===== src/sv/mcsd_pkg.sv =====
package mcsd_pkg;

    // Command codes of an input beat.
    typedef enum logic [1:0] {
        CMD_DECODE      = 2'd0,
        CMD_LOAD_MODE   = 2'd1,
        CMD_CLEAR_SHIFT = 2'd2,
        CMD_NONE        = 2'd3
    } t_cmd;

    typedef enum logic [2:0] {
        ST_EVENT      = 3'd0,
        ST_STATE_ONLY = 3'd1,
        ST_RELEASE    = 3'd2,
        ST_INVALID    = 3'd3,
        ST_UNKNOWN    = 3'd4,
        ST_UNASSIGNED = 3'd5,
        ST_IGNORED    = 3'd6,
        ST_SPARE      = 3'd7
    } t_status;

    typedef enum logic [3:0] {
        EV_SET_MODE      = 4'd0,
        EV_SRC_ENCODER   = 4'd1,
        EV_LAYER_PAN     = 4'd2,
        EV_MONITOR_LEVEL = 4'd3,
        EV_LAYER_LEVEL   = 4'd4,
        EV_MASTER_LEVEL  = 4'd5,
        EV_SRC_PREV      = 4'd6,
        EV_SRC_NEXT      = 4'd7,
        EV_LAYER_PREV    = 4'd8,
        EV_LAYER_NEXT    = 4'd9,
        EV_SRC_BUTTON    = 4'd10,
        EV_SELECT_LAYER  = 4'd11,
        EV_TOGGLE_MUTE   = 4'd12,
        EV_CAPTURE       = 4'd13,
        EV_CLEAR_LAYER   = 4'd14,
        EV_TOGGLE_MON    = 4'd15
    } t_kind;

    localparam logic [3:0] MSG_LENGTH    = 4'd3;
    localparam logic [3:0] STATUS_CC     = 4'hB;
    // Low nibble of the status byte; MIDI channels count from one.
    localparam logic [3:0] CH_SETUP      = 4'd6;
    localparam logic [3:0] CH_ENCODER    = 4'd15;
    localparam logic [3:0] CH_NAV        = 4'd0;

    localparam logic [6:0] CC_MODE       = 7'd30;
    localparam logic [6:0] CC_SHIFT      = 7'd63;
    localparam logic [6:0] CC_ENC_FIRST  = 7'd77;
    localparam logic [6:0] CC_ENC_LAST   = 7'd92;
    localparam logic [6:0] CC_BTN_FIRST  = 7'd37;
    localparam logic [6:0] CC_BTN_LAST   = 7'd44;
    localparam logic [6:0] CC_SRC_PREV   = 7'd106;
    localparam logic [6:0] CC_SRC_NEXT   = 7'd107;
    localparam logic [6:0] CC_LAYER_PREV = 7'd103;
    localparam logic [6:0] CC_LAYER_NEXT = 7'd102;
    localparam logic [6:0] VAL_PRESS     = 7'd127;
    localparam logic [6:0] VAL_RELEASE   = 7'd0;
    localparam logic [6:0] VAL_MIXER     = 7'd1;
    localparam logic [6:0] VAL_CONTROL   = 7'd2;

    typedef struct packed {
        logic [1:0]  command;
        logic        new_mode;
        logic [3:0]  msg_length;
        logic [7:0]  status_byte;
        logic [7:0]  controller_byte;
        logic [7:0]  value_byte;
        logic [31:0] sample_pos;
        logic [63:0] ingress_seq;
    } t_in_item;

    typedef struct packed {
        t_status     result_status;
        logic        event_valid;
        t_kind       event_kind;
        logic [3:0]  event_index;
        logic [6:0]  event_amount;
        logic [31:0] event_offset;
        logic [63:0] event_seq;
        logic        mode_now;
        logic        shift_now;
    } t_out_item;

    // Decoder verdict handed to the pipeline control.
    typedef struct packed {
        logic      has_result;
        logic      next_mode;
        logic      next_shift;
        t_out_item item;
    } t_dec_res;

endpackage


===== src/sv/mcsd_if.sv =====
interface mcsd_in_if;
    import mcsd_pkg::*;

    logic     valid;
    logic     ready;
    t_in_item item;

    modport source (output valid, output item, input ready);
    modport sink (input valid, input item, output ready);
endinterface

interface mcsd_out_if;
    import mcsd_pkg::*;

    logic      valid;
    logic      ready;
    t_out_item item;

    modport source (output valid, output item, input ready);
    modport sink (input valid, input item, output ready);
endinterface


===== src/sv/mcsd_decode.sv =====
module mcsd_decode (
    input  mcsd_pkg::t_in_item i_item,
    input  logic               i_mode,
    input  logic               i_shift,
    output mcsd_pkg::t_dec_res o_res
);
    import mcsd_pkg::*;

    logic       malformed;
    logic [6:0] cc;
    logic [6:0] val;
    logic       press;
    logic       rel;
    logic [6:0] enc_off;
    logic [3:0] enc_slot;
    logic [6:0] btn_off;
    logic [2:0] btn_slot;
    logic       is_nav;
    logic       ev;
    t_kind      kind;
    logic [3:0] idx;
    logic [6:0] ev_val;
    t_status    status;
    logic       next_mode;
    logic       next_shift;

    assign cc       = i_item.controller_byte[6:0];
    assign val      = i_item.value_byte[6:0];
    assign press    = (val == VAL_PRESS);
    assign rel      = (val == VAL_RELEASE);
    assign enc_off  = cc - CC_ENC_FIRST;
    assign enc_slot = enc_off[3:0];
    assign btn_off  = cc - CC_BTN_FIRST;
    assign btn_slot = btn_off[2:0];
    assign is_nav   = (cc == CC_SRC_PREV) || (cc == CC_SRC_NEXT)
                   || (cc == CC_LAYER_PREV) || (cc == CC_LAYER_NEXT);
    assign malformed = (i_item.msg_length != MSG_LENGTH)
                    || (i_item.status_byte[7:4] != STATUS_CC)
                    || i_item.controller_byte[7] || i_item.value_byte[7];

    always_comb begin
        status     = ST_STATE_ONLY;
        ev         = 1'b0;
        kind       = EV_SET_MODE;
        idx        = '0;
        ev_val     = '0;
        next_mode  = i_mode;
        next_shift = i_shift;
        case (i_item.command)
            CMD_LOAD_MODE: begin
                next_mode = i_item.new_mode;
            end
            CMD_CLEAR_SHIFT: begin
                next_shift = 1'b0;
            end
            CMD_DECODE: begin
                if (malformed) begin
                    status = ST_INVALID;
                end else if (i_item.status_byte[3:0] == CH_SETUP) begin
                    if (cc == CC_SHIFT) begin
                        if (press || rel) begin
                            next_shift = press;
                        end else begin
                            status = ST_INVALID;
                        end
                    end else if (cc == CC_MODE) begin
                        if (val == VAL_MIXER || val == VAL_CONTROL) begin
                            next_mode = (val == VAL_CONTROL);
                            ev        = 1'b1;
                            kind      = EV_SET_MODE;
                            idx       = {3'b000, next_mode};
                        end else begin
                            status = ST_INVALID;
                        end
                    end else begin
                        status = ST_UNKNOWN;
                    end
                end else if (i_item.status_byte[3:0] == CH_ENCODER) begin
                    if (cc < CC_ENC_FIRST || cc > CC_ENC_LAST) begin
                        status = ST_UNKNOWN;
                    end else if (i_mode) begin
                        ev     = 1'b1;
                        kind   = EV_SRC_ENCODER;
                        idx    = enc_slot;
                        ev_val = val;
                    end else if (enc_slot < 4'd3) begin
                        ev     = 1'b1;
                        kind   = EV_LAYER_PAN;
                        idx    = enc_slot;
                        ev_val = val;
                    end else if (enc_slot == 4'd3) begin
                        ev     = 1'b1;
                        kind   = EV_MONITOR_LEVEL;
                        ev_val = val;
                    end else if (enc_slot >= 4'd8 && enc_slot < 4'd11) begin
                        ev     = 1'b1;
                        kind   = EV_LAYER_LEVEL;
                        idx    = enc_slot - 4'd8;
                        ev_val = val;
                    end else if (enc_slot == 4'd11) begin
                        ev     = 1'b1;
                        kind   = EV_MASTER_LEVEL;
                        ev_val = val;
                    end else begin
                        status = ST_UNASSIGNED;
                    end
                end else if (i_item.status_byte[3:0] != CH_NAV) begin
                    status = ST_IGNORED;
                end else if (is_nav) begin
                    if (rel) begin
                        status = ST_RELEASE;
                    end else if (!press) begin
                        status = ST_INVALID;
                    end else begin
                        ev = 1'b1;
                        if (cc == CC_SRC_PREV) begin
                            kind = EV_SRC_PREV;
                        end else if (cc == CC_SRC_NEXT) begin
                            kind = EV_SRC_NEXT;
                        end else if (cc == CC_LAYER_PREV) begin
                            kind = EV_LAYER_PREV;
                        end else begin
                            kind = EV_LAYER_NEXT;
                        end
                    end
                end else if (cc < CC_BTN_FIRST || cc > CC_BTN_LAST) begin
                    status = ST_UNKNOWN;
                end else if (i_mode) begin
                    if (press || rel) begin
                        ev     = 1'b1;
                        kind   = EV_SRC_BUTTON;
                        idx    = {1'b0, btn_slot};
                        ev_val = val;
                    end else begin
                        status = ST_INVALID;
                    end
                end else if (rel) begin
                    status = ST_RELEASE;
                end else if (!press) begin
                    status = ST_INVALID;
                end else begin
                    ev = 1'b1;
                    if (btn_slot < 3'd3) begin
                        kind = EV_SELECT_LAYER;
                        idx  = {1'b0, btn_slot};
                    end else if (btn_slot < 3'd6) begin
                        kind = EV_TOGGLE_MUTE;
                        idx  = {1'b0, btn_slot - 3'd3};
                    end else if (btn_slot == 3'd6) begin
                        kind = EV_CAPTURE;
                    end else if (i_shift) begin
                        kind = EV_CLEAR_LAYER;
                    end else begin
                        kind = EV_TOGGLE_MON;
                    end
                end
            end
            default: begin
                status = ST_STATE_ONLY;
            end
        endcase
    end

    always_comb begin
        o_res.has_result         = (i_item.command != CMD_NONE);
        o_res.next_mode          = next_mode;
        o_res.next_shift         = next_shift;
        o_res.item.result_status = ev ? ST_EVENT : status;
        o_res.item.event_valid   = ev;
        o_res.item.event_kind    = ev ? kind : EV_SET_MODE;
        o_res.item.event_index   = ev ? idx : 4'd0;
        o_res.item.event_amount  = ev ? ev_val : 7'd0;
        o_res.item.event_offset  = ev ? i_item.sample_pos : 32'd0;
        o_res.item.event_seq     = ev ? i_item.ingress_seq : 64'd0;
        o_res.item.mode_now      = next_mode;
        o_res.item.shift_now     = next_shift;
    end

endmodule


===== src/sv/midi_cc_surface_event_decoder_unit.sv =====
// Control-change decoder for a MIDI control surface.
//
// Input beats arrive on i_msg: a command, a three-byte control-change message
// and two tags. Commands other than the unused code each give exactly one
// result beat on o_evt: a status, an optional event (kind, index, value and
// the copied tags) and the surface mode and shift flag after the beat. The
// unused command code is consumed without producing a result.
//
// The datapath is two register stages. A beat accepted into the input
// register is decoded by shallow compare logic and lands in the output
// register, which drives o_evt.valid. A new beat is taken every cycle
// unless a result waits in the input register behind a stalled output.
//
// The mode and shift flags live in flip-flops updated as a beat moves from
// the input register to the output register, so each beat is decoded
// against the state left by the one before it.
// Synchronous active-low reset clears both flags (mixer mode, shift off)
// and empties both stages. When the receiver holds o_evt.ready low the
// output register keeps its beat, the input register fills, and then
// i_msg.ready drops until the receiver takes the waiting result.
module midi_cc_surface_event_decoder_unit (
    input  logic             i_clk,
    input  logic             i_rst_n,
    mcsd_in_if.sink          i_msg,
    mcsd_out_if.source       o_evt
);
    import mcsd_pkg::*;

    logic      r_s1_valid;
    logic      n_s1_valid;
    t_in_item  r_s1_item;
    logic      r_out_valid;
    logic      n_out_valid;
    t_out_item r_out_item;
    logic      r_mode;
    logic      n_mode;
    logic      r_shift;
    logic      n_shift;

    t_dec_res  dec;
    logic      out_free;
    logic      s1_adv;
    logic      in_take;

    mcsd_decode u_decode (
        .i_item  (r_s1_item),
        .i_mode  (r_mode),
        .i_shift (r_shift),
        .o_res   (dec)
    );

    // The output register can take a new result when empty or being drained.
    // A beat that yields no result leaves the input stage regardless.
    assign out_free    = !r_out_valid || o_evt.ready;
    assign s1_adv      = r_s1_valid && (out_free || !dec.has_result);
    assign in_take     = i_msg.valid && i_msg.ready;
    assign i_msg.ready = !r_s1_valid || s1_adv;

    assign o_evt.valid = r_out_valid;
    assign o_evt.item  = r_out_item;

    always_comb begin
        n_s1_valid = r_s1_valid;
        if (in_take) begin
            n_s1_valid = 1'b1;
        end else if (s1_adv) begin
            n_s1_valid = 1'b0;
        end

        n_out_valid = r_out_valid;
        if (s1_adv && dec.has_result) begin
            n_out_valid = 1'b1;
        end else if (o_evt.ready) begin
            n_out_valid = 1'b0;
        end

        n_mode  = s1_adv ? dec.next_mode : r_mode;
        n_shift = s1_adv ? dec.next_shift : r_shift;
    end

    always_ff @(posedge i_clk) begin
        if (!i_rst_n) begin
            r_s1_valid  <= 1'b0;
            r_out_valid <= 1'b0;
            r_mode      <= 1'b0;
            r_shift     <= 1'b0;
        end else begin
            r_s1_valid  <= n_s1_valid;
            r_out_valid <= n_out_valid;
            r_mode      <= n_mode;
            r_shift     <= n_shift;
        end
    end

    always_ff @(posedge i_clk) begin
        if (in_take) begin
            r_s1_item <= i_msg.item;
        end
        if (s1_adv && dec.has_result) begin
            r_out_item <= dec.item;
        end
    end

    // A result reports the flags that its own beat left behind.
    a_state_reported: assert property (@(posedge i_clk) disable iff (!i_rst_n)
        (s1_adv && dec.has_result) |=>
            (r_out_item.mode_now == r_mode && r_out_item.shift_now == r_shift))
        else $error("result flags differ from stored surface state");

    // The flags only move when a beat leaves the input stage.
    a_state_hold: assert property (@(posedge i_clk) disable iff (!i_rst_n)
        !s1_adv |=> ($stable(r_mode) && $stable(r_shift)))
        else $error("surface state changed without a beat");

    // The event flag and the event status always agree.
    a_event_status: assert property (@(posedge i_clk) disable iff (!i_rst_n)
        r_out_valid |->
            (r_out_item.event_valid == (r_out_item.result_status == ST_EVENT)))
        else $error("event flag and status disagree");

    // A beat without an event carries cleared tags.
    a_no_event_clear: assert property (@(posedge i_clk) disable iff (!i_rst_n)
        (r_out_valid && !r_out_item.event_valid) |->
            (r_out_item.event_offset == 32'd0 && r_out_item.event_seq == 64'd0
             && r_out_item.event_amount == 7'd0 && r_out_item.event_index == 4'd0))
        else $error("event fields not cleared on a non-event result");

    // A stalled result stays in place.
    a_out_hold: assert property (@(posedge i_clk) disable iff (!i_rst_n)
        (r_out_valid && !o_evt.ready) |=> (r_out_valid && $stable(r_out_item)))
        else $error("output register changed while stalled");

endmodule

===== src/flat_wrapper.sv =====
// flat-port wrapper written by rule: the top's interface ports become plain ports
module midi_cc_surface_event_decoder_unit_flat import mcsd_pkg::*;
  (i_clk, i_rst_n, i_msg_valid, i_msg_item, i_msg_ready, o_evt_valid, o_evt_item, o_evt_ready);
  mcsd_in_if i_msg_i ();
  mcsd_out_if o_evt_i ();
  input  logic i_clk;
  input  logic i_rst_n;
  input wire logic [$bits(i_msg_i.valid)-1:0] i_msg_valid;
  input wire logic [$bits(i_msg_i.item)-1:0] i_msg_item;
  output wire logic [$bits(i_msg_i.ready)-1:0] i_msg_ready;
  output wire logic [$bits(o_evt_i.valid)-1:0] o_evt_valid;
  output wire logic [$bits(o_evt_i.item)-1:0] o_evt_item;
  input wire logic [$bits(o_evt_i.ready)-1:0] o_evt_ready;
  assign i_msg_i.valid = i_msg_valid;
  assign i_msg_i.item = i_msg_item;
  assign i_msg_ready = i_msg_i.ready;
  assign o_evt_valid = o_evt_i.valid;
  assign o_evt_item = o_evt_i.item;
  assign o_evt_i.ready = o_evt_ready;
  midi_cc_surface_event_decoder_unit u_core (.i_clk(i_clk), .i_rst_n(i_rst_n), .i_msg(i_msg_i), .o_evt(o_evt_i));
endmodule

===== config.mk =====
export PLATFORM = sky130hd
export DESIGN_NAME = midi_cc_surface_event_decoder_unit_flat
export DESIGN_NICKNAME = d
export VERILOG_FILES = /design/src/sv/mcsd_pkg.sv /design/src/sv/mcsd_if.sv /design/src/sv/mcsd_decode.sv /design/src/sv/midi_cc_surface_event_decoder_unit.sv /design/src/flat_wrapper.sv
export SDC_FILE = /design/constraint.sdc
export NUM_CORES = 1
export LEC_CHECK = 0
export BUFFER_PORTS_ARGS = -buffer_cell sky130_fd_sc_hd__buf_2
export CAP_MARGIN = 20
export CORE_MARGIN = 5
export CORE_UTILIZATION = 46
export DETAILED_ROUTE_END_ITERATION = 10
export HOLD_SLACK_MARGIN = 0.15
export PLACE_DENSITY = 0.71
export SYNTH_ARGS = -nofsm -noshare
export SYNTH_HDL_FRONTEND = slang
export SYNTH_SLANG_ARGS = --single-unit

===== constraint.sdc =====
create_clock -name i_clk -period 10.9 [get_ports i_clk]
set_input_delay 0.545 -clock i_clk [delete_from_list [all_inputs] [get_ports i_clk]]
set_output_delay 0.545 -clock i_clk [all_outputs]
set_load 0.05 [all_outputs]

# Word-level counts from Yosys, hierarchy flattened
# Index checks and enable logic that the tools add are counted.
totals:
  memories: 0
  word_cells: 195
  reg_bits: 248
  latch_bits: 0
  ramBits: 0
  input_bits: 131
  mem_bits_ro: 0
classes:
  addsub: 4
  bitwise_logic: 2
  order_cmp: 9
  n_shift: 0
  mux: 109
  n_div: 0
  n_eq_ne: 19
  n_reduce_logical: 29
  mul: 0
ops:
  columns: ["cell", "count"]
  rows:
  - ["$mux W4", 23]
  - ["$mux W7", 12]
  - ["$mux W3", 26]
  - ["$mux W1", 39]
  - ["$eq A7 B7 Y1 const B", 5]
  - ["$mux W2", 7]
  - ["$logic_or A1 B1 Y1", 13]
  - ["$eq A4 B4 Y1 const B", 2]
  - ["$sub A4 B4 Y4 const B", 2]
  - ["$eq A7 B1 Y1 const B", 1]
  - ["$eq A7 B2 Y1 const B", 1]
  - ["$eq A7 B5 Y1 const B", 1]
  - ["$eq A7 B6 Y1 const B", 1]
  - ["$gt A7 B6 Y1 const B", 1]
  - ["$gt A7 B7 Y1 const B", 1]
  - ["$logic_not A7 Y1", 1]
  - ["$lt A7 B6 Y1 const B", 1]
  - ["$lt A7 B7 Y1 const B", 1]
  - ["$reduce_or A3 Y1", 2]
  - ["$eq A4 B2 Y1 const B", 1]
  - ["$eq A4 B3 Y1 const B", 1]
  - ["$ge A4 B4 Y1 const B", 1]
  - ["$logic_and A1 B1 Y1", 4]
  - ["$lt A4 B2 Y1 const B", 1]
  - ["other kinds (19)", 24]

# Depth between registers and ports, before layout
# Gate-level depths: netlist of run 1.
logic_depth:
  depth_word: 14
  mapped_depth: 12
  mapped_depth_nobuf: 8

# Modules after synthesis
# From an unflattened synthesis of run 1, not the netlist that was laid out.
hier_totals:
  hier_cells: 535
  area_unflattened_um2: 9247.6
modules_own_cells:
  columns: ["module", "seq_area_each_um2", "cells_each", "area_per_inst_um2", "n_inst"]
  rows:
  - ["midi_cc_surface_event_decoder_unit", 7407.1, 264, 7518.5, 1]
  - ["mcsd_decode", 0.0, 271, 1729.2, 1]

# Least setup slack after synthesis of run 1
# Ideal clock, no wire load.
synth_path:
  kind: "flip-flop to flip-flop"
  start: "reg u_core.r_out_valid (netlist: u_core.o_evt.valid)"
  end: "reg u_core.r_s1_item[0] (netlist bit) (enable)"
  t_arrival_ps: 7593
  required_ps: 10211
  slack_ps: 2618
  setup_ps: 689
  synth_period_minus_slack_ps: 8282
  path_stages_with_launch: 3
  cell_sequence: "dfxtp_1 -> nor2b_1 -> a31oi_1"
synth_between:
  elab_chain_cells: 6
synth_rtl:
  columns: ["element", "line_no", "rtl"]
  rows:
  - ["from (decl)", "midi_cc_surface_event_decoder_unit.sv:32", "logic r_out_valid;"]
  - ["from (signal assigned)", "midi_cc_surface_event_decoder_unit.sv:89", "r_out_valid <= n_out_valid;"]
  - ["$logic_not A1 Y1", "midi_cc_surface_event_decoder_unit.sv:54", "assign out_free = !r_out_valid || o_evt.ready;"]
  - ["$logic_or A1 B1 Y1", "midi_cc_surface_event_decoder_unit.sv:54", null]
  - ["$logic_or A1 B1 Y1", "midi_cc_surface_event_decoder_unit.sv:55", "assign s1_adv = r_s1_valid && (out_free || !dec.has_result);"]
  - ["$logic_and A1 B1 Y1", "midi_cc_surface_event_decoder_unit.sv:55", null]
  - ["$logic_or A1 B1 Y1", "midi_cc_surface_event_decoder_unit.sv:57", "assign i_msg.ready = !r_s1_valid || s1_adv;"]
  - ["$logic_and A1 B1 Y1", "midi_cc_surface_event_decoder_unit.sv:56", "assign in_take = i_msg.valid && i_msg.ready;"]
  - ["named net u_core.in_take", "midi_cc_surface_event_decoder_unit.sv:43", "logic in_take;"]
  - ["to (signal assigned)", "midi_cc_surface_event_decoder_unit.sv:97", "r_s1_item <= i_msg.item;"]
  - ["to (decl)", "midi_cc_surface_event_decoder_unit.sv:31", "t_in_item r_s1_item;"]
# The timed path passes the listed nets, and every way through them passes these cells.
# A chain may end at the register's enable or synchronous reset.

# Worst setup path after layout of run 1
layout_path:
  start: "reg u_core.r_s1_item[104] (netlist bit)"
  end: "reg u_core.r_out_item, in the netlist u_core.o_evt.item[12], data pin"
layout_between:
  elab_chain_cells: 12
  word_cells_on_any_way: 37
  classes_between: "add/sub (1); order compare (7); eq/ne (8); mux (15); reduce/logical (6)"
layout_rtl:
  columns: ["element", "line_no", "rtl"]
  rows:
  - ["$sub A4 B4 Y4", "mcsd_decode.sv:31", "assign enc_off = cc - CC_ENC_FIRST;"]
  - ["$ge A4 B4 Y1 (tied with other cells)", "mcsd_decode.sv:95", "end else if (enc_slot >= 4'd8 && enc_slot < 4'd11) begin"]
  - ["$logic_and A1 B1 Y1 or $mux W1 (tied branches)", "mcsd_decode.sv:95, mcsd_decode.sv:100", null]
  - ["$mux W1", "mcsd_decode.sv:95", null]
  - ["$mux W1", "mcsd_decode.sv:91", "end else if (enc_slot == 4'd3) begin"]
  - ["$mux W1", "mcsd_decode.sv:86", "end else if (enc_slot < 4'd3) begin"]
  - ["$mux W1", "mcsd_decode.sv:81", "end else if (i_mode) begin"]
  - ["$mux W1", "mcsd_decode.sv:79", "if (cc < CC_ENC_FIRST || cc > CC_ENC_LAST) begin"]
  - ["$mux W1", "mcsd_decode.sv:78", "end else if (i_item.status_byte[3:0] == CH_ENCODER) begin"]
  - ["$mux W1 *", "mcsd_decode.sv:59", "end else if (i_item.status_byte[3:0] == CH_SETUP) begin"]
  - ["$mux W1 *", "mcsd_decode.sv:57", "if (malformed) begin"]
  - ["$mux W1 *", "mcsd_decode.sv:49", "case (i_item.command)"]
  - ["to (signal assigned)", "midi_cc_surface_event_decoder_unit.sv:100", "r_out_item <= dec.item;"]
  - ["to (decl)", "midi_cc_surface_event_decoder_unit.sv:34", "t_out_item r_out_item;"]
# Every way passes the cells marked *; elsewhere a longest branch is shown, timed or not.

==> results of run 1 <==
-- power by group --
part	total (uW)	internal [uW]	switching [uW]
clock network	955	611	344
logic	97.4	31.0	66.5
registers	1100	1090	13.6
total	2150	1730	424
-- area by class of cell --
type	instances	area [sq um]
fill	1525	8320
antenna	1	2.50
clock buffer	27	633
inverter	17	63.8
sequential	248	7410
multi-input combinational	259	1740
tap	270	338
timing repair buffer	255	1290
clock inverter	19	309
-- metal layers --
metal / global-route usage, % / up-vias
li1: - / 2698
met1: 20.9 / 2649
met2: 29.3 / 227
met3: 4.32 / 46
met4: 5.39 / 6
met5: 0 / -
-- sequential cells by signal (all words and copies together) (netlist names) --
register            cells
u_core.r_shift          1
u_core.r_s1_item      127
u_core.r_s1_valid       1
u_core.o_evt.item     117
u_core.o_evt.valid      1
u_core.r_mode           1
-- synth_stat cells, drive strengths merged (3+ instances only) --
cell type / count
nor2: 9
nor4: 14
nand4b: 3
inv: 17
buf: 5
nand2: 12
edfxtp: 244
or3: 3
nor4b: 4
nand3: 9
a211oi: 8
or4: 6
clkbuf: 27
a31oi: 4
o22ai: 3
nor3: 7
nor2b: 4
a21oi: 6
o21a: 4
nand2b: 6
o21ai: 11
and3: 98
dfxtp: 4
and2: 3
a221oi: 4
ha: 5
o211ai: 3
-- how the worst max path moves through the flow --
stage / from / end / slack, ns / depth (start not counted)
global route: u_core.r_s1_item[104]$_DFFE_PP_ / u_core.o_evt.item[7]$_SDFFCE_PN0P_ / 7.26 / 8
CTS: u_core.r_s1_item[98]$_DFFE_PP_ / u_core.o_evt.item[97]$_SDFFCE_PN0P_ / 7.55 / 6
floorplan: u_core.o_evt.valid$_SDFFE_PN0P_ / u_core.r_s1_item[0]$_DFFE_PP_ / 2.62 / 2
finish: u_core.r_s1_item[104]$_DFFE_PP_ / u_core.o_evt.item[12]$_SDFFCE_PN0P_ / 7.55 / 8
detailed placement: u_core.r_s1_item[98]$_DFFE_PP_ / u_core.o_evt.item[97]$_SDFFCE_PN0P_ / 7.56 / 6
global placement: u_core.r_s1_item[104]$_DFFE_PP_ / u_core.o_evt.item[3]$_SDFFCE_PN0P_ / 7.60 / 8
-- kinds of logic after synthesis --
logic type                 count (synthesis)  synth area share [%]
DFF                                      248                  79.4
and+or+nand+nor                          190                  12.7
AOI/OAI and AO/OA                         60                  4.68
buffers and inverters                     49                  2.21
adders and majority gates                  5                 0.670
xor gates and xnor gates                   3                 0.282
muxes                                      1                 0.107
-- stage by stage --
stage	cells	power, uW	utilization (%)	hold WS (ns)
final	1096	2150	58.6	0.206
after global routing	1096	2230	58.6	0.175
after floorplan	556	1180	-	0.493
after CTS	1094	2180	58.6	0.176
after global placement	1048	1210	53.9	0.522
after detailed placement	1048	1220	53.9	0.526
-- cell usage in the layout (no fill, tap or decap), drive strengths merged, types with 5 or more instances in the layout --
cell type / instances
nor4: 14
nand2: 12
a211oi: 8
buf: 255
inv: 18
nand2b: 6
a21oi: 6
or4: 6
clkbuf: 27
bufinv: 8
ha: 5
clkinv: 7
edfxtp: 244
nor3: 7
and3: 98
nor2: 9
o21ai: 11
nand3: 9
-- worst max-delay path, stage by stage, from the launching register on --
cell and delay (ns):
edfxtp_1 0.54, inv_1 0.13, ha_1 0.27, nor2_1 0.16
nand4b_1 0.27, o31a_1 0.36, nand3_2 0.56, buf_4 0.52
and3_1 0.26
==> run summary, run 1 <==
sequential cell area fraction in the yosys report: 79.4%
pwr/cell area: 183 nW/um^2
initial core utilization: 46.4%
worst setup margin: 7.55 ns
core area: 20100 sq um
CP Capture Type: flop
Post-Syn Area: 9330 sq um
first-pass GRT wire length: 31500 um
Syn Inst Count: 556
drt first pass iters: 5
CTS Hold Bufs: 0
max-cap viol count: 0
I/O Pins: 250
final hold violations: 0
grt ovf: 0
Post-synth EDFFs: 244
cts bufs inserted: 25
Die Y: 152 um
Final nets: 942
pin count of the biggest net entering global routing: 98
Setup Skew: 0.00811 ns
RSZ-0062 raised after global routing: no
reg2reg end: u_core.o_evt.item[12]$_SDFFCE_PN0P_
DR iter-0 viols: 349
DIE AREA: 23200 sq um
average instance area after synthesis: 16.8 sq um
Critical Path Fanout Max: 57
Slew @ Worst Pin: 1.00 ns
area share of the largest cell type after synthesis: 78.5%
WL per Instance: 18.3 um
CTS tree: yes
met1 wire length: 7770 um
Setup CP Type: flop to flop
DR WL met3: 1560 um
Hold Path Depth: 1
max layer used: met5
# setup viols final: 0
Min-Delay Path Class: input port to flop
Port Buffer Count: 249
TNS Setup: 0 ns
r2r worst-path depth: 8
pre-CTS setup slack: 7.56 ns
Req. time, crit path: 11.16 ns
CP Data Arrival Time: 3.61 ns
syn_nets: 692
final instance area: 11800 sq um
area grow syn2layout: 26.2%
Die W: 152 um
flops & latches, synth: 248
Setup Fix Bufs, Post-CTS: 0
DRC: 0
post-route ant nets: 0
CP Launch Type: flop
Peak VDD IR: 0.146 mV
vias in the first global route: 5690
Min-Delay Endpoint: u_core.r_s1_item[11]$_DFFE_PP_
drt total wl: 20100 um
number of distinct library cells after synthesis: 57
clk sinks: 248
minimum clock period: 3.35 ns
Synth warnings: 0
met2 wire len: 10200 um
via count: 5626
start point of the worst hold path: i_msg_item[11]
layout cells sized above 1: 37.2%
clock buffer depth: 3
dpl cell area: 10800 sq um
max_slew headroom: 33.3%
status: complete, no violations
FP Rows: 52
most used flip-flop cell after synthesis: edfxtp_1
highest clock rate: 0.299 GHz
clock latency on the worst-skew pair: 0.51 ns
clk slew on worst S/H paths: 0.06 ns
final slew viol count: 0
initial antenna violation count: 4
CTS H-tree depth: 1
CTS resizes: 0
global placer's final weighted congestion: 0.921
reg2reg start: u_core.r_s1_item[104]$_DFFE_PP_
Lkg Pwr: 0.00506 uW
FFs w/ async S/R, synth: 0%
post-DP HPWL: 13900 um
routed vias/inst: 5.13
leading post-synthesis cells by cell area: edfxtp_1 78%, and3_1 6.5%, clkbuf_1 1.1%
Final period util: 30.7%
leading area contributor after synthesis: edfxtp_1
GRT Overall Usage: 16.9%
Clock Root Buffer: clkbuf_16
reg-to-reg setup timing slack: 7.55 ns
No activity file was read; power rests on OpenSTA's default activity.
==> inputs of run 2 (changes only) <==
clock period = 3.3 ns   (was 10.9 ns; I/O delays follow)
==> run 2 against run 1 <==
  * Clock power grew to 2.9 times the previous value
  * Combinational power grew to 4.8 times the previous value
  * Design area is 11% higher
  * Clock skew is 0.0053 ns higher
  * First-iteration DRC count is 29% higher
  * Sequential share of layout area is 6.3 points lower
  * Register-to-register slack worse by 7.0 ns
  * Non-clock buffer count is 139 higher
  * Critical endpoint is now u_core.o_evt.item[114]$_SDFFCE_PP0P_
==> run summary, run 2 (same netlist as run 1, synthesis figures left out) <==
Slew @ Worst Pin: 0.719 ns (was 1.00 ns)
clock latency on the worst-skew pair: 0.52 ns (was 0.51 ns)
Port Buffer Count: 249 (unchanged)
Setup CP Type: flop to flop (unchanged)
core area: 20100 sq um (unchanged)
drt first pass iters: 4 (was 5)
Critical Path Fanout Max: 34 (was 57)
vias in the first global route: 6570 (was 5690)
global placer's final weighted congestion: 0.905 (was 0.921)
max_slew headroom: 50.7% (was 33.3%)
Setup Fix Bufs, Post-CTS: 0 (unchanged)
post-route ant nets: 0 (unchanged)
DRC: 0 (unchanged)
initial antenna violation count: 4 (unchanged)
routed vias/inst: 5.14 (was 5.13)
Setup crit start: u_core.r_s1_item[98]$_DFFE_PP_ (was u_core.r_s1_item[104]$_DFFE_PP_)
CTS Hold Bufs: 130 (was 0)
CTS tree: yes (unchanged)
clock buffer depth: 3 (unchanged)
CP Data Arrival Time: 2.96 ns (was 3.61 ns)
CTS resizes: 0 (unchanged)
reg2reg end: u_core.o_evt.item[114]$_SDFFCE_PP0P_ (was u_core.o_evt.item[12]$_SDFFCE_PN0P_)
final hold violations: 0 (unchanged)
placed cells: 1058 (was 1048)
I/O Pins: 250 (unchanged)
FP Rows: 52 (unchanged)
Most flops, register: u_core.r_s1_item (unchanged)
DR iter-0 viols: 449 (was 349)
Die Y: 152 um (unchanged)
RSZ-0062 raised after global routing: no (unchanged)
commonest cells after routing, fill and taps aside: 249 x buf_2, 244 x edfxtp_1, 130 x dlygate4sd3_1 (was 249 x buf_2, 244 x edfxtp_1, 97 x and3_1)
post-DP HPWL: 14600 um (was 13900 um)
Peak VDD IR: 0.511 mV (was 0.146 mV)
commonest non-fill, non-tap cell in the layout: buf_2 (unchanged)
status: complete, no violations (unchanged)
Min-Delay Path Class: input port to flop (unchanged)
GRT Overall Usage: 19.6% (was 16.9%)
Setup Skew: 0.0134 ns (was 0.00811 ns)
Final period util: 82.0% (was 30.7%)
Min-Delay Endpoint: u_core.r_s1_item[94]$_DFFE_PP_ (was u_core.r_s1_item[11]$_DFFE_PP_)
Largest register FFs: 127 (unchanged)
via count: 6362 (was 5626)
layout cells sized above 1: 32.3% (was 37.2%)
CP Capture Type: flop (unchanged)
DIE AREA: 23200 sq um (unchanged)
met2 wire len: 11800 um (was 10200 um)
max-cap viol count: 0 (unchanged)
WL per Instance: 18.9 um (was 18.3 um)
DR WL met3: 1780 um (was 1560 um)
area grow syn2layout: 40.4% (was 26.2%)
r2r worst-path depth: 6 (was 8)
initial core utilization: 46.4% (unchanged)
grt ovf: 0 (unchanged)
# setup viols final: 0 (unchanged)
max layer used: met5 (unchanged)
met1 wire length: 8970 um (was 7770 um)
cts bufs inserted: 26 (was 25)
Hold Path Depth: 2 (was 1)
pin count of the biggest net entering global routing: 64 (was 98)
reg-to-reg setup timing slack: 0.59 ns (was 7.55 ns)
clk sinks: 248 (unchanged)
Clock Root Buffer: clkbuf_16 (unchanged)
CP Launch Type: flop (unchanged)
minimum clock period: 2.71 ns (was 3.35 ns)
final slew viol count: 0 (unchanged)
CTS H-tree depth: 1 (unchanged)
TNS Setup: 0 ns (unchanged)
drt total wl: 23400 um (was 20100 um)
start point of the worst hold path: i_msg_item[94] (was i_msg_item[11])
Req. time, crit path: 3.55 ns (was 11.16 ns)
Final nets: 1082 (was 942)
clk slew on worst S/H paths: 0.06 ns (about the same)
Lkg Pwr: 0.00563 uW (was 0.00506 uW)
pwr/cell area: 527 nW/um^2 (was 183 nW/um^2)
Die W: 152 um (unchanged)
highest clock rate: 0.370 GHz (was 0.299 GHz)
non-filler instance count after layout: 1238 (was 1096)
reg2reg start: u_core.r_s1_item[98]$_DFFE_PP_ (was u_core.r_s1_item[104]$_DFFE_PP_)
first-pass GRT wire length: 36400 um (was 31500 um)
[run 2: how the worst max path moves through the flow]
stage | to | depth (start not counted)
after detailed placement | u_core.o_evt.item[114]$_SDFFCE_PP0P_ | 6
final | u_core.o_evt.item[114]$_SDFFCE_PP0P_ | 6
after CTS | u_core.o_evt.item[114]$_SDFFCE_PP0P_ | 6
after global routing | u_core.o_evt.item[106]$_SDFFCE_PP0P_ | 9
after floorplan | u_core.r_s1_item[0]$_DFFE_PP_ | 2
after global placement | u_core.o_evt.item[106]$_SDFFCE_PP0P_ | 5
[run 2: worst max-delay path: stages, from the launching register on]
cell and delay (ns):
edfxtp_1 0.41, or4_4 0.59, or4_4 0.51, a211o_4 0.39, nand3_2 0.13, buf_4 0.31, a21oi_1 0.11
[run 2: final cells by class]
type	instances	area, sq um
Clock inverter	8	92.6
Timing Repair Buffer	394	2720
Fill cell	1418	7000
Tap cell	270	338
Multi-Input combinational cell	259	1740
Clock buffer	40	734
Sequential cell	248	7410
Inverter	17	63.8
Antenna cell	2	5.00
[run 2: metrics by stage]
step	power, uW	cell area (sq um)	hold slack, ns	setup slack, ns	utilization (%)
after detailed placement	4030	11000	0.343	0.627	54.6
after CTS	6960	13100	0.328	0.605	65.2
final	6910	13100	0.354	0.594	65.2
after global placement	4020	11000	0.341	0.660	54.6
after floorplan	3880	9350	0.264	0.00993	-
after global routing	7150	13100	0.347	0.389	65.2
[run 2: where the power goes]
group | internal, uW | switching (uW) | leakage [uW] | total [uW]
sequential | 3580 | 44.6 | 0.00254 | 3630
clock | 1690 | 1130 | 0.000404 | 2810
combinational | 214 | 255 | 0.00268 | 469
[run 2: routing by layer]
metal  track usage [%]  vias up
li1                  -     2982
met3              4.57       63
met2              33.6      284
met5                 0        -
met4              7.59        4
met1              24.3     3029
==> inputs of run 3 (changes only) <==
PLACE_DENSITY = 0.74   (was 0.71)
clock period = 2.4 ns   (was 3.3 ns; I/O delays follow)
==> run 3 against run 2 <==
  * The run now ends with negative setup slack left
  * Combinational power grew 45%
  * Utilization grew 2.0 points
  * Register-to-register slack lost 0.65 ns
  * Fmax grew 10%
  * Die area is the same
  * Worst setup slack lost 0.65 ns
  * Critical endpoint is now u_core.o_evt.item[49]$_SDFFCE_PN0P_
  * Largest power group unchanged
==> run summary, run 3 (same netlist as run 1, synthesis figures left out) <==
post-route ant nets: 0 (unchanged)
Port Buffer Count: 249 (unchanged)
clk sinks: 248 (unchanged)
grt ovf: 0 (unchanged)
Clock Root Buffer: clkbuf_16 (unchanged)
I/O Pins: 250 (unchanged)
Final nets: 1109 (was 1082)
via count: 6378 (was 6362)
Req. time, crit path: 2.80 ns (was 3.55 ns)
placed cells: 1079 (was 1058)
status: finished, violations left (was complete, no violations)
Critical Path Fanout Max: 55 (was 34)
core area: 20100 sq um (unchanged)
Most flops, register: u_core.r_s1_item (unchanged)
non-filler instance count after layout: 1261 (was 1238)
final slew viol count: 0 (unchanged)
commonest cells after routing, fill and taps aside: 249 x buf_2, 244 x edfxtp_1, 131 x dlygate4sd3_1 (was 249 x buf_2, 244 x edfxtp_1, 130 x dlygate4sd3_1)
Min-Delay Path Class: input port to flop (unchanged)
failing checks: negative setup slack
Setup Skew: 0.0193 ns (was 0.0134 ns)
worst setup margin: -0.0562 ns (was 0.594 ns)
minimum clock period: 2.46 ns (was 2.71 ns)
Peak VDD IR: 0.699 mV (was 0.511 mV)
GRT Overall Usage: 19.1% (was 19.6%)
max_slew headroom: 57.7% (was 50.7%)
cts bufs inserted: 25 (was 26)
Slew @ Worst Pin: 0.635 ns (was 0.719 ns)
drt first pass iters: 4 (unchanged)
# setup viols final: 59 (was 0)
Lkg Pwr: 0.00580 uW (was 0.00563 uW)
DRC: 0 (unchanged)
largest stage delay on the critical path: 0.56 ns (was 0.59 ns)
critical-path cell list: or4_4 > or4_4 > a211o_4 > nand3_4 > buf_12 > and3_4 (was or4_4 > or4_4 > a211o_4 > nand3_2 > buf_4 > a21oi_1)
CTS tree: yes (unchanged)
clock latency on the worst-skew pair: 0.53 ns (was 0.52 ns)
layout cells sized above 1: 37.1% (was 32.3%)
global placer's final weighted congestion: 0.858 (was 0.905)
Min Hold Slack: 0.297 ns (was 0.354 ns)
clk slew on worst S/H paths: 0.06 ns (about the same)
Antenna diodes: 0 (was 2)
Die Y: 152 um (unchanged)
DIE AREA: 23200 sq um (unchanged)
Die W: 152 um (unchanged)
Largest register FFs: 127 (unchanged)
total power: 9370 uW (was 6910 uW)
first-pass GRT wire length: 35700 um (was 36400 um)
pin count of the biggest net entering global routing: 82 (was 64)
area grow syn2layout: 44.7% (was 40.4%)
routed vias/inst: 5.06 (was 5.14)
CP Launch Type: flop (unchanged)
initial core utilization: 46.4% (unchanged)
critical path's slowest cell: or4_4 (unchanged)
vias in the first global route: 6533 (was 6570)
initial antenna violation count: 0 (was 4)
Critical path buffers and inverters: 1 (unchanged)
CP Data Arrival Time: 2.85 ns (was 2.96 ns)
pwr/cell area: 694 nW/um^2 (was 527 nW/um^2)
CP Capture Type: flop (unchanged)
clock buffer depth: 3 (unchanged)
highest clock rate: 0.407 GHz (was 0.370 GHz)
fillers: 1364 (was 1418)
RSZ-0062 raised after global routing: yes (was no)
Final period util: 102% (was 82.0%)
Setup CP Type: flop to flop (unchanged)
drt total wl: 22900 um (was 23400 um)
FP Rows: 52 (unchanged)
DR iter-0 viols: 355 (was 449)
CP top delay family: simple AND/OR/NAND/NOR gates (unchanged)
CTS H-tree depth: 1 (unchanged)
post-DP HPWL: 14500 um (was 14600 um)
WL per Instance: 18.2 um (was 18.9 um)
commonest non-fill, non-tap cell in the layout: buf_2 (unchanged)
max-cap viol count: 0 (unchanged)
final hold violations: 0 (unchanged)
CP most frequent cell: or4_4 (unchanged)
[run 3: cell types whose count changed in the layout (fill, tap and decap cells not counted), moves of 5 or more]
| cell | previous run | this run |
|---|---|---|
| and3_4 | 1 | 6 |
| nor4_1 | 14 | 6 |
| clkbuf_1 | 12 | 5 |
| buf_4 | 10 | 32 |
| nor4_2 | 0 | 5 |
[run 3: metrics by stage]
step / TNS (ns) / worst slack [ns] / area (sq um) / util [%]
finish: -1.11 / -0.0562 / 13500 / 67.2
global placement: 0 / 0.0147 / 11200 / 55.7
detailed placement: -0.968 / -0.0757 / 11200 / 55.7
global route: -8.79 / -0.116 / 13500 / 67.2
floorplan: -102.60 / -0.808 / 9430 / -
CTS: -0.947 / -0.0303 / 13400 / 66.4
[run 3: final cells by class]
class | count | area (sq um) | area share, %
clock buffers | 30 | 644 | 4.77
clock inverters | 15 | 143 | 1.06
inverters | 17 | 63.8 | 0.472
multi-input cells | 260 | 1930 | 14.3
flip-flops and latches | 248 | 7410 | 54.9
well taps | 270 | 338 | 2.50
repair buffers | 421 | 2980 | 22.0
[run 3: what timing repair did]
item | in CTS | in global routing
setup buffers | 0 | 5
resized for setup | 7 | 23
hold endpoints to repair | 131 | 0
hold buffers | 131 | 0
cloned | 1 | 0
setup endpoints to repair | 70 | 114
pin swaps | 0 | 3
[run 3: worst register-to-register path: stages, from the launching register on]
cell      delay [ns]
edfxtp_1        0.38
or4_4           0.56
or4_4           0.44
a211o_4         0.38
nand3_4         0.13
buf_12          0.22
and3_4          0.24
[run 3: power breakdown]
group	leakage [uW]	internal, uW	switching (uW)
clock	0.000388	2140	1560
combinational	0.00287	318	362
sequential	0.00254	4930	61.0
[run 3: metal layers]
| metal | share of wire (%) | track usage [%] | vias up |
|---|---|---|---|
| li1 | - | - | 3037 |
| met1 | 38 | 23.2 | 3050 |
| met2 | 51 | 32.9 | 246 |
| met3 | 7.9 | 5.23 | 45 |
| met4 | 3.2 | 6.79 | 0 |
| met5 | 0 | 0 | - |
[run 3: path summary, 6_finish.rpt]
check	slack, ns	from	cells past startpoint	end
setup reg to reg	-0.06	u_core.r_s1_item[101]$_DFFE_PP_	6	u_core.o_evt.item[49]$_SDFFCE_PN0P_
setup / recovery	-0.06	u_core.r_s1_item[101]$_DFFE_PP_	6	u_core.o_evt.item[49]$_SDFFCE_PN0P_
hold / removal	0.30	i_msg_item[73]	2	u_core.r_s1_item[73]$_DFFE_PP_
hold reg to reg	0.54	u_core.r_s1_item[21]$_DFFE_PP_	1	u_core.o_evt.item[23]$_SDFFCE_PN0P_
